File: src/rtl/chcr_pkg.sv
// ----------------------------------------------------------------------------
// chcr_pkg - shared definitions for the CRC-checked hex command receiver
// Character codes, status codes, parse phases and the byte-wide helpers
// (CRC-8 update and hex digit decode) used by the receiver.
// ----------------------------------------------------------------------------
package chcr_pkg;

  localparam int unsigned OutputCountDefault    = 13;
  localparam int unsigned LineBufferSizeDefault = 32;

  localparam int unsigned MaskW = 13;
  localparam logic [15:0] TimeoutResetMs = 16'd500;

  localparam logic [7:0] CrcPoly = 8'h07;

  // Character codes
  localparam logic [7:0] CH_NUL   = 8'h00;
  localparam logic [7:0] CH_TAB   = 8'h09;
  localparam logic [7:0] CH_LF    = 8'h0A;
  localparam logic [7:0] CH_CR    = 8'h0D;
  localparam logic [7:0] CH_SPACE = 8'h20;
  localparam logic [7:0] CH_STAR  = 8'h2A;
  localparam logic [7:0] CH_COLON = 8'h3A;
  localparam logic [7:0] CH_K     = 8'h4B;

  // Status codes reported with every result beat
  localparam logic [3:0] ST_IDLE       = 4'd0;
  localparam logic [3:0] ST_APPLIED    = 4'd1;
  localparam logic [3:0] ST_NO_PREFIX  = 4'd2;
  localparam logic [3:0] ST_NO_STAR    = 4'd3;
  localparam logic [3:0] ST_BAD_HEX    = 4'd4;
  localparam logic [3:0] ST_CRC_ERR    = 4'd5;
  localparam logic [3:0] ST_MASK_LEN   = 4'd6;
  localparam logic [3:0] ST_TIMEOUT    = 4'd7;
  localparam logic [3:0] ST_OVERFLOW   = 4'd8;

  typedef enum logic [6:0] {
    PH_SKIP       = 7'b0000001,
    PH_GOT_K      = 7'b0000010,
    PH_MASK       = 7'b0000100,
    PH_CRC        = 7'b0001000,
    PH_DONE       = 7'b0010000,
    PH_BAD_PREFIX = 7'b0100000,
    PH_BAD_HEX    = 7'b1000000
  } phase_t;

  // CRC-8, MSB first, no reflection, no final xor.
  function automatic logic [7:0] crc8_update(input logic [7:0] crc, input logic [7:0] data);
    logic [7:0] c;
    c = crc ^ data;
    for (int b = 0; b < 8; b++) begin
      c = c[7] ? ({c[6:0], 1'b0} ^ CrcPoly) : {c[6:0], 1'b0};
    end
    return c;
  endfunction

  function automatic logic hex_ok(input logic [7:0] c);
    return ((c >= 8'h30) && (c <= 8'h39)) || ((c >= 8'h61) && (c <= 8'h66)) ||
           ((c >= 8'h41) && (c <= 8'h46));
  endfunction

  function automatic logic [3:0] hex_nibble(input logic [7:0] c);
    logic [3:0] n;
    n = 4'd0;
    if ((c >= 8'h30) && (c <= 8'h39)) begin
      n = c[3:0];
    end else if (((c >= 8'h61) && (c <= 8'h66)) || ((c >= 8'h41) && (c <= 8'h46))) begin
      n = c[3:0] + 4'd9;
    end
    return n;
  endfunction

endpackage

File: src/rtl/crc_checked_hex_command_receiver_top.sv
// ----------------------------------------------------------------------------
// crc_checked_hex_command_receiver_top - line parser for CRC-8 checked
// "K:<hex mask>*<crc>" commands with a millisecond output timeout.
//
//   Channel   Dir  Signals                          Contents
//   s_axis    in   tvalid/tready/tdata[7:0]/tuser   rx_byte, tuser = req_type
//   m_axis    out  tvalid/tready/tdata[39:0]        one result beat per input
//   cfg       in   cfg_wr_en/cfg_wr_data[15:0]      timeout_ms register
//
// Every input beat is handled as it is accepted: the parse and timer state
// updates at the accepting edge and the result lands in the output register.
// One beat per cycle is sustained; s_axis_tready drops only while a result
// waits in the output register and m_axis_tready is low.
// Synchronous active-high reset clears the parser, timer and applied mask and
// loads a timeout of 500 ticks; no clearing pass follows.
// ----------------------------------------------------------------------------
module crc_checked_hex_command_receiver_top #(
  parameter int unsigned OUTPUT_COUNT     = chcr_pkg::OutputCountDefault,
  parameter int unsigned LINE_BUFFER_SIZE = chcr_pkg::LineBufferSizeDefault
) (
  input  logic        clk,
  input  logic        rst,
  input  logic        s_axis_tvalid,
  output logic        s_axis_tready,
  input  logic [7:0]  s_axis_tdata,   // [7:0] rx_byte
  input  logic        s_axis_tuser,   // [0] req_type (1 = millisecond tick)
  output logic        m_axis_tvalid,
  input  logic        m_axis_tready,
  output logic [39:0] m_axis_tdata,   // [12:0] relay_mask, [13] led_on,
                                      // [17:14] status, [25:18] computed_crc,
                                      // [33:26] received_crc, [39:34] zero
  input  logic        cfg_wr_en,
  input  logic [15:0] cfg_wr_data
);
  import chcr_pkg::*;

  localparam int unsigned LenW = $clog2(LINE_BUFFER_SIZE);
  localparam logic [LenW-1:0] LenMax = LenW'(LINE_BUFFER_SIZE - 1);
  localparam logic [MaskW-1:0] OutMask =
    (OUTPUT_COUNT >= MaskW) ? {MaskW{1'b1}} : MaskW'((1 << OUTPUT_COUNT) - 1);

  logic [15:0]      timeout_ms;
  phase_t           phase, phase_next;
  logic             frozen, frozen_next;
  logic [LenW-1:0]  line_length, line_length_next;
  logic [7:0]       running_crc, running_crc_next;
  logic [MaskW-1:0] mask_accum, mask_accum_next;
  logic [2:0]       mask_char_count, mask_char_count_next;
  logic             mask_digits_stopped, mask_digits_stopped_next;
  logic [7:0]       crc_digits, crc_digits_next;
  logic [1:0]       crc_digit_count, crc_digit_count_next;
  logic [MaskW-1:0] applied_mask, applied_mask_next;
  logic [15:0]      elapsed_ms, elapsed_ms_next;

  logic [3:0]       status_next;
  logic [7:0]       ccrc_next, rcrc_next;
  logic             clear_req;

  logic             s_fire;
  logic [7:0]       c;
  logic             c_hex;
  logic [3:0]       c_nib;
  logic [7:0]       c_crc;
  logic [16:0]      elapsed_inc;

  assign s_axis_tready = !m_axis_tvalid || m_axis_tready;
  assign s_fire        = s_axis_tvalid && s_axis_tready;
  assign c             = s_axis_tdata;
  assign c_hex         = hex_ok(c);
  assign c_nib         = hex_nibble(c);
  assign c_crc         = crc8_update(running_crc, c);
  assign elapsed_inc   = {1'b0, elapsed_ms} + 17'd1;

  always_comb begin
    phase_next               = phase;
    frozen_next              = frozen;
    line_length_next         = line_length;
    running_crc_next         = running_crc;
    mask_accum_next          = mask_accum;
    mask_char_count_next     = mask_char_count;
    mask_digits_stopped_next = mask_digits_stopped;
    crc_digits_next          = crc_digits;
    crc_digit_count_next     = crc_digit_count;
    applied_mask_next        = applied_mask;
    elapsed_ms_next          = elapsed_ms;
    status_next              = ST_IDLE;
    ccrc_next                = 8'd0;
    rcrc_next                = 8'd0;
    clear_req                = 1'b0;

    if (s_axis_tuser) begin
      if (elapsed_inc > {1'b0, timeout_ms}) begin
        if (applied_mask != '0) begin
          applied_mask_next = '0;
          status_next       = ST_TIMEOUT;
        end
        elapsed_ms_next = 16'd0;
      end else begin
        elapsed_ms_next = elapsed_inc[15:0];
      end
    end else if (c == CH_LF) begin
      // The line is judged on its phase; a NUL only froze further parsing.
      clear_req = 1'b1;
      unique case (phase)
        PH_SKIP, PH_GOT_K, PH_BAD_PREFIX: status_next = ST_NO_PREFIX;
        PH_MASK: begin
          status_next = ST_NO_STAR;
          ccrc_next   = running_crc;
        end
        PH_CRC, PH_BAD_HEX: begin
          status_next = ST_BAD_HEX;
          ccrc_next   = running_crc;
        end
        default: begin
          ccrc_next = running_crc;
          rcrc_next = crc_digits;
          if (running_crc != crc_digits) begin
            status_next = ST_CRC_ERR;
          end else if ((mask_char_count == 3'd0) || (mask_char_count > 3'd4)) begin
            status_next = ST_MASK_LEN;
          end else begin
            applied_mask_next = mask_accum & OutMask;
            elapsed_ms_next   = 16'd0;
            status_next       = ST_APPLIED;
          end
        end
      endcase
    end else if (c != CH_CR) begin
      if (line_length < LenMax) begin
        line_length_next = line_length + 1'b1;
        if (!frozen) begin
          if (c == CH_NUL) begin
            frozen_next = 1'b1;
          end else begin
            unique case (phase)
              PH_SKIP: begin
                if ((c == CH_SPACE) || (c == CH_TAB)) begin
                  phase_next = PH_SKIP;
                end else if (c == CH_K) begin
                  running_crc_next = c_crc;
                  phase_next       = PH_GOT_K;
                end else begin
                  phase_next = PH_BAD_PREFIX;
                end
              end
              PH_GOT_K: begin
                if (c == CH_COLON) begin
                  running_crc_next = c_crc;
                  phase_next       = PH_MASK;
                end else begin
                  phase_next = PH_BAD_PREFIX;
                end
              end
              PH_MASK: begin
                if (c == CH_STAR) begin
                  phase_next = PH_CRC;
                end else begin
                  running_crc_next = c_crc;
                  if ((mask_char_count < 3'd4) && !mask_digits_stopped) begin
                    if (!c_hex) begin
                      mask_digits_stopped_next = 1'b1;
                    end else begin
                      mask_accum_next = {mask_accum[MaskW-5:0], c_nib};
                    end
                  end
                  if (mask_char_count < 3'd5) begin
                    mask_char_count_next = mask_char_count + 3'd1;
                  end
                end
              end
              PH_CRC: begin
                if (!c_hex) begin
                  phase_next = PH_BAD_HEX;
                end else begin
                  crc_digits_next      = {crc_digits[3:0], c_nib};
                  crc_digit_count_next = crc_digit_count + 2'd1;
                  if (crc_digit_count != 2'd0) begin
                    phase_next = PH_DONE;
                  end
                end
              end
              default: phase_next = phase;
            endcase
          end
        end
      end else begin
        clear_req   = 1'b1;
        status_next = ST_OVERFLOW;
      end
    end

    if (clear_req) begin
      phase_next               = PH_SKIP;
      frozen_next              = 1'b0;
      line_length_next         = '0;
      running_crc_next         = 8'd0;
      mask_accum_next          = '0;
      mask_char_count_next     = 3'd0;
      mask_digits_stopped_next = 1'b0;
      crc_digits_next          = 8'd0;
      crc_digit_count_next     = 2'd0;
    end
  end

  always_ff @(posedge clk) begin
    if (rst) begin
      timeout_ms <= TimeoutResetMs;
    end else if (cfg_wr_en) begin
      timeout_ms <= cfg_wr_data;
    end
  end

  always_ff @(posedge clk) begin
    if (rst) begin
      phase               <= PH_SKIP;
      frozen              <= 1'b0;
      line_length         <= '0;
      running_crc         <= 8'd0;
      mask_accum          <= '0;
      mask_char_count     <= 3'd0;
      mask_digits_stopped <= 1'b0;
      crc_digits          <= 8'd0;
      crc_digit_count     <= 2'd0;
      applied_mask        <= '0;
      elapsed_ms          <= 16'd0;
    end else if (s_fire) begin
      phase               <= phase_next;
      frozen              <= frozen_next;
      line_length         <= line_length_next;
      running_crc         <= running_crc_next;
      mask_accum          <= mask_accum_next;
      mask_char_count     <= mask_char_count_next;
      mask_digits_stopped <= mask_digits_stopped_next;
      crc_digits          <= crc_digits_next;
      crc_digit_count     <= crc_digit_count_next;
      applied_mask        <= applied_mask_next;
      elapsed_ms          <= elapsed_ms_next;
    end
  end

  always_ff @(posedge clk) begin
    if (rst) begin
      m_axis_tvalid <= 1'b0;
    end else if (s_fire) begin
      m_axis_tvalid <= 1'b1;
    end else if (m_axis_tready) begin
      m_axis_tvalid <= 1'b0;
    end
  end

  always_ff @(posedge clk) begin
    if (s_fire) begin
      m_axis_tdata <= {6'd0, rcrc_next, ccrc_next, status_next,
                       (applied_mask_next != '0), applied_mask_next};
    end
  end

  // A stalled result must be the only thing that holds off new input.
  assert property (@(posedge clk) disable iff (rst) !s_axis_tready |-> m_axis_tvalid)
    else $error("input stalled without a pending result");

  assert property (@(posedge clk) disable iff (rst) s_fire |=> m_axis_tvalid)
    else $error("accepted beat produced no result");

  assert property (@(posedge clk) disable iff (rst)
    (phase == PH_DONE) |-> (crc_digit_count == 2'd2))
    else $error("CRC field complete with wrong digit count");

  assert property (@(posedge clk) disable iff (rst)
    (line_length <= LenMax) && (mask_char_count <= 3'd5))
    else $error("line or mask counter out of range");

endmodule
File: config.mk
export PLATFORM = sky130hd
export DESIGN_NAME = crc_checked_hex_command_receiver_top
export DESIGN_NICKNAME = d
export VERILOG_FILES = /design/src/rtl/chcr_pkg.sv /design/src/rtl/crc_checked_hex_command_receiver_top.sv
export SDC_FILE = /design/constraint.sdc
export NUM_CORES = 1
export LEC_CHECK = 0
export BUFFER_PORTS_ARGS = -buffer_cell sky130_fd_sc_hd__buf_2
export CORE_ASPECT_RATIO = 0.5
export CORE_MARGIN = 5
export CORE_UTILIZATION = 40
export CTS_CLUSTER_SIZE = 8
export DETAILED_ROUTE_END_ITERATION = 7
export GPL_ROUTABILITY_DRIVEN = 0
export GPL_TIMING_DRIVEN = 1
export SLEW_MARGIN = 25
export SYNTH_ARGS = -nofsm -noshare
export SYNTH_HDL_FRONTEND = slang
export SYNTH_SLANG_ARGS = --single-unit
File: constraint.sdc
create_clock -name clk -period 4.9 [get_ports clk]
set_clock_uncertainty 0.05 [all_clocks]
set_input_delay 0.98 -clock clk [delete_from_list [all_inputs] [get_ports clk]]
set_output_delay 0.98 -clock clk [all_outputs]
set_load 0.005 [all_outputs]
==> impl_results.md <==
- Status: complete, no violations
- Residual DRC: 0
- Worst path most repeated cell: a221o_1
- Nets: 882
- Max Cap Viol: 0
- RSZ-0062 raised after global routing: false
- CP cell instances: and4_1, nand4_1, or3_1, nor2_1, xor2_1, ha_1, and3_1, a221o_1, nor4_2, a32oi_1, nor3_2, a221o_1
- Startpoint types: register
- R2r worst-path depth: 12
- Num ports: between 70 and 80
- Hpwl dp: between 10000 and 15000 um
- Die X: between 200 and 250 um
- Syn avg cell area: between 9 and 10 sq um
- Max Buffers Root-to-Sink: 2
- CP startpoint: elapsed_ms[5]
- Worst vdd ir: approximately 0.00022 V
- First-pass GRT wire length: 31100 um
- Setup violators final: 0
- Synth top area cells: dfxtp_1 (26%), edfxtp_1 (14%), xnor2_1 (4.7%), ha_1 (4.3%), a21oi_1 (3.2%)
- Register Area: approximately 0.0029 sq mm
- CP Class: reg -> reg
- CTS root buf: clkbuf_16
- Setup_tns: 0 ns
- Prevailing post-synth register cell: dfxtp_1
- Layout cell share with drive strength beyond 1: 0.160
- Area growth, synth to finish: 13.7%
- Mapped Cells: just under 800
- Final Hold Fails: 0
- Worst-path clk slew: ~0.060 ns
- Synth cell count leaders: dfxtp_1 (94), a21oi_1 (47), nor2_1 (43)
- Reg2reg setup slack: between 0.6 and 0.7 ns
- Std-Cell Rows: 35
- Hold Path Class: reg -> reg
- Vias per cell: about 5.7
- Via count: ~6000
- Worst skew pair latency: 0.42 ns
- Hold Path End: crc_digit_count[0]
- Number of flops mapped to enable cells by yosys: 34
- Setup bufs post-CTS: 0
- Ys Warns: 0
- Clock buffer count from CTS: 17
- Slew headroom: 0.416
- GRT Total Usage: 0.179
- Drt initial violations: ~500
- Die area: approximately 0.021 sq mm
- Hold Path Depth: 2
- Ys async rst share: 0
- # resized after CTS: 0
- Critical Path Slowest Stage Cell: nor3_2
- Die H: about 110 um
- Sequential share of the synthesized area: 0.396
- Count of input and output buffers: between 60 and 70
- Antenna Nets Post-Route: 0
- Reg2Reg Launch Point: elapsed_ms[5]
- Reg2Reg Capture Point: elapsed_ms[15]
- P per Cell Area: 318 mW/mm^2
- Synth Cell Area: around 0.0073 sq mm
- WP data arrival: between 4 and 5 ns
- CTS sink count: around 130
- Total grt overflow: 0
- LEAKAGE: between 3 and 4 nW
- Fin util: 0.458
- Fillers: ~1800
- CP Capture Type: register
- Post-synth cell types: 80
- Crit-path max cell delay: ~0.59 ns
- DRT Pass-1 Iters: 5
- WL/cell: around 18 um
- Max-slew violations: 0
- Top-area cell type share of the netlist area: 0.257
- Routed WL: slightly below 20000 um
- HP Start: crc_digit_count[0]
- Minimum clock period after layout: 4.29 ns
- Core footprint: 0.0182 sq mm
- CTS Hold Buffers Added: 0
- Yosys top cell by area: dfxtp_1
- Period utilisation layout: 0.875
- Initial antenna violation count: 2
- Starting Density: 0.403
- Worst EP required: approximately 5.2 ns
- Largest fanout on the critical path: 10
- FMAX: 233 MHz
- Slew @ Worst Pin: 0.872 ns
- Synthesized flop and latch total: roughly 130
- Multi-input logic area: about 0.0040 sq mm
- H-tree levels: 4
- Vias in the first global route: 5929
- Pin count of the biggest net entering global routing: 42
- Top-count cell post-synth: dfxtp_1
- CTS tree: done
worst max-delay path by stage:
stage	end	slack (ns)	cells after the start
2_1_floorplan	elapsed_ms[0]	1.24	15
3_3_place_gp	elapsed_ms[5]	0.71	12
3_5_place_dp	elapsed_ms[9]	0.57	12
4_1_cts	elapsed_ms[15]	0.51	12
5_1_grt	elapsed_ms[6]	0.31	12
6_report	elapsed_ms[15]	0.61	12
per-layer routing:
layer | vias to the layer above | wire length, um | global-route usage
met5 | - | 13 | 0
met3 | 21 | 1040 | 0.0347
li1 | 3023 | - | -
met4 | 2 | 198 | 0.0517
met2 | 177 | 8640 | 0.282
met1 | 2959 | 9390 | 0.250
cell families (layout without fill, tap and decap cells):
kind of cell / Yosys count / in the layout / synth area share
AO/OA/AOI/OAI: 215 / 215 / 0.219
XOR/XNOR: 55 / 55 / 0.0657
adder cells (fa/ha/maj): 25 / 25 / 0.0426
buffers and inverters: 97 / 143 / 0.0607
flip-flops: 128 / 128 / 0.396
multiplexers: 15 / 15 / 0.0218
other: 1 / 7 / 0.000511
AND/OR/NAND/NOR: 253 / 253 / 0.194
registers in the layout, indices dropped and copies added, names as in the netlist:
| register | cells |
|---|---|
| crc_digits | 8 |
| m_axis_tdata | 34 |
| phase | 7 |
| mask_accum | 13 |
| mask_char_count | 3 |
| crc_digit_count | 2 |
| m_axis_tvalid | 1 |
| elapsed_ms | 16 |
| timeout_ms | 16 |
| frozen | 1 |
| running_crc | 8 |
| applied_mask | 13 |
| line_length | 5 |
| mask_digits_stopped | 1 |
critical path: cells and delay by family, from the launching register on:
kind / cells / cell delay, ns
flops: 1 / 0.46
xor+xnor: 1 / 0.16
compound gates: 3 / 0.85
simple gates: 7 / 2.43
fa+ha+maj: 1 / 0.27
power breakdown:
group / internal [mW] / total [mW] / switching [mW]
Combinational: 0.0813 / 0.229 / 0.148
Clock: 0.796 / 1.30 / 0.501
Sequential: 1.11 / 1.12 / 0.0153
Total: 1.99 / 2.65 / 0.664
cells in the final DEF (no fill, tap or decap), types with 16 or more instances in the layout:
cell | netlist | layout
inv_1 | 36 | 35
and2_1 | 20 | 20
xnor2_1 | 39 | 39
a21oi_1 | 47 | 47
nor3_1 | 17 | 17
ha_1 | 25 | 25
nand4_1 | 21 | 21
a211oi_1 | 24 | 24
clkbuf_16 | 0 | 17
a22o_1 | 23 | 23
edfxtp_1 | 34 | 34
o21ai_0 | 33 | 33
xor2_1 | 16 | 16
nand2_1 | 37 | 37
nor2_1 | 43 | 43
dfxtp_1 | 94 | 94
buf_2 | 16 | 65
nand3_1 | 36 | 36
area by class of cell:
class                           count  area share
Antenna cell                        1    0.000300
Clock buffer                       17      0.0510
Clock inverter                     15      0.0201
Inverter                           36      0.0162
Multi-Input combinational cell    569       0.480
Sequential cell                   128       0.348
Tap cell                          240      0.0360
Timing Repair Buffer               75      0.0477
per-stage QoR:
step | std cells | power, mW | instance area (sq um) | setup WS [ns] | hold WS (ns)
after floorplan | 794 | 1.31 | 7350 | 1.24 | 0.400
after global placement | 1047 | 1.37 | 7740 | 0.712 | 0.411
after detailed placement | 1047 | 1.37 | 7740 | 0.569 | 0.415
after CTS | 1079 | 2.67 | 8330 | 0.506 | 0.423
after global routing | 1081 | 2.74 | 8340 | 0.312 | 0.448
final | 1081 | 2.65 | 8340 | 0.613 | 0.425
(Power assumes the default switching activity.)
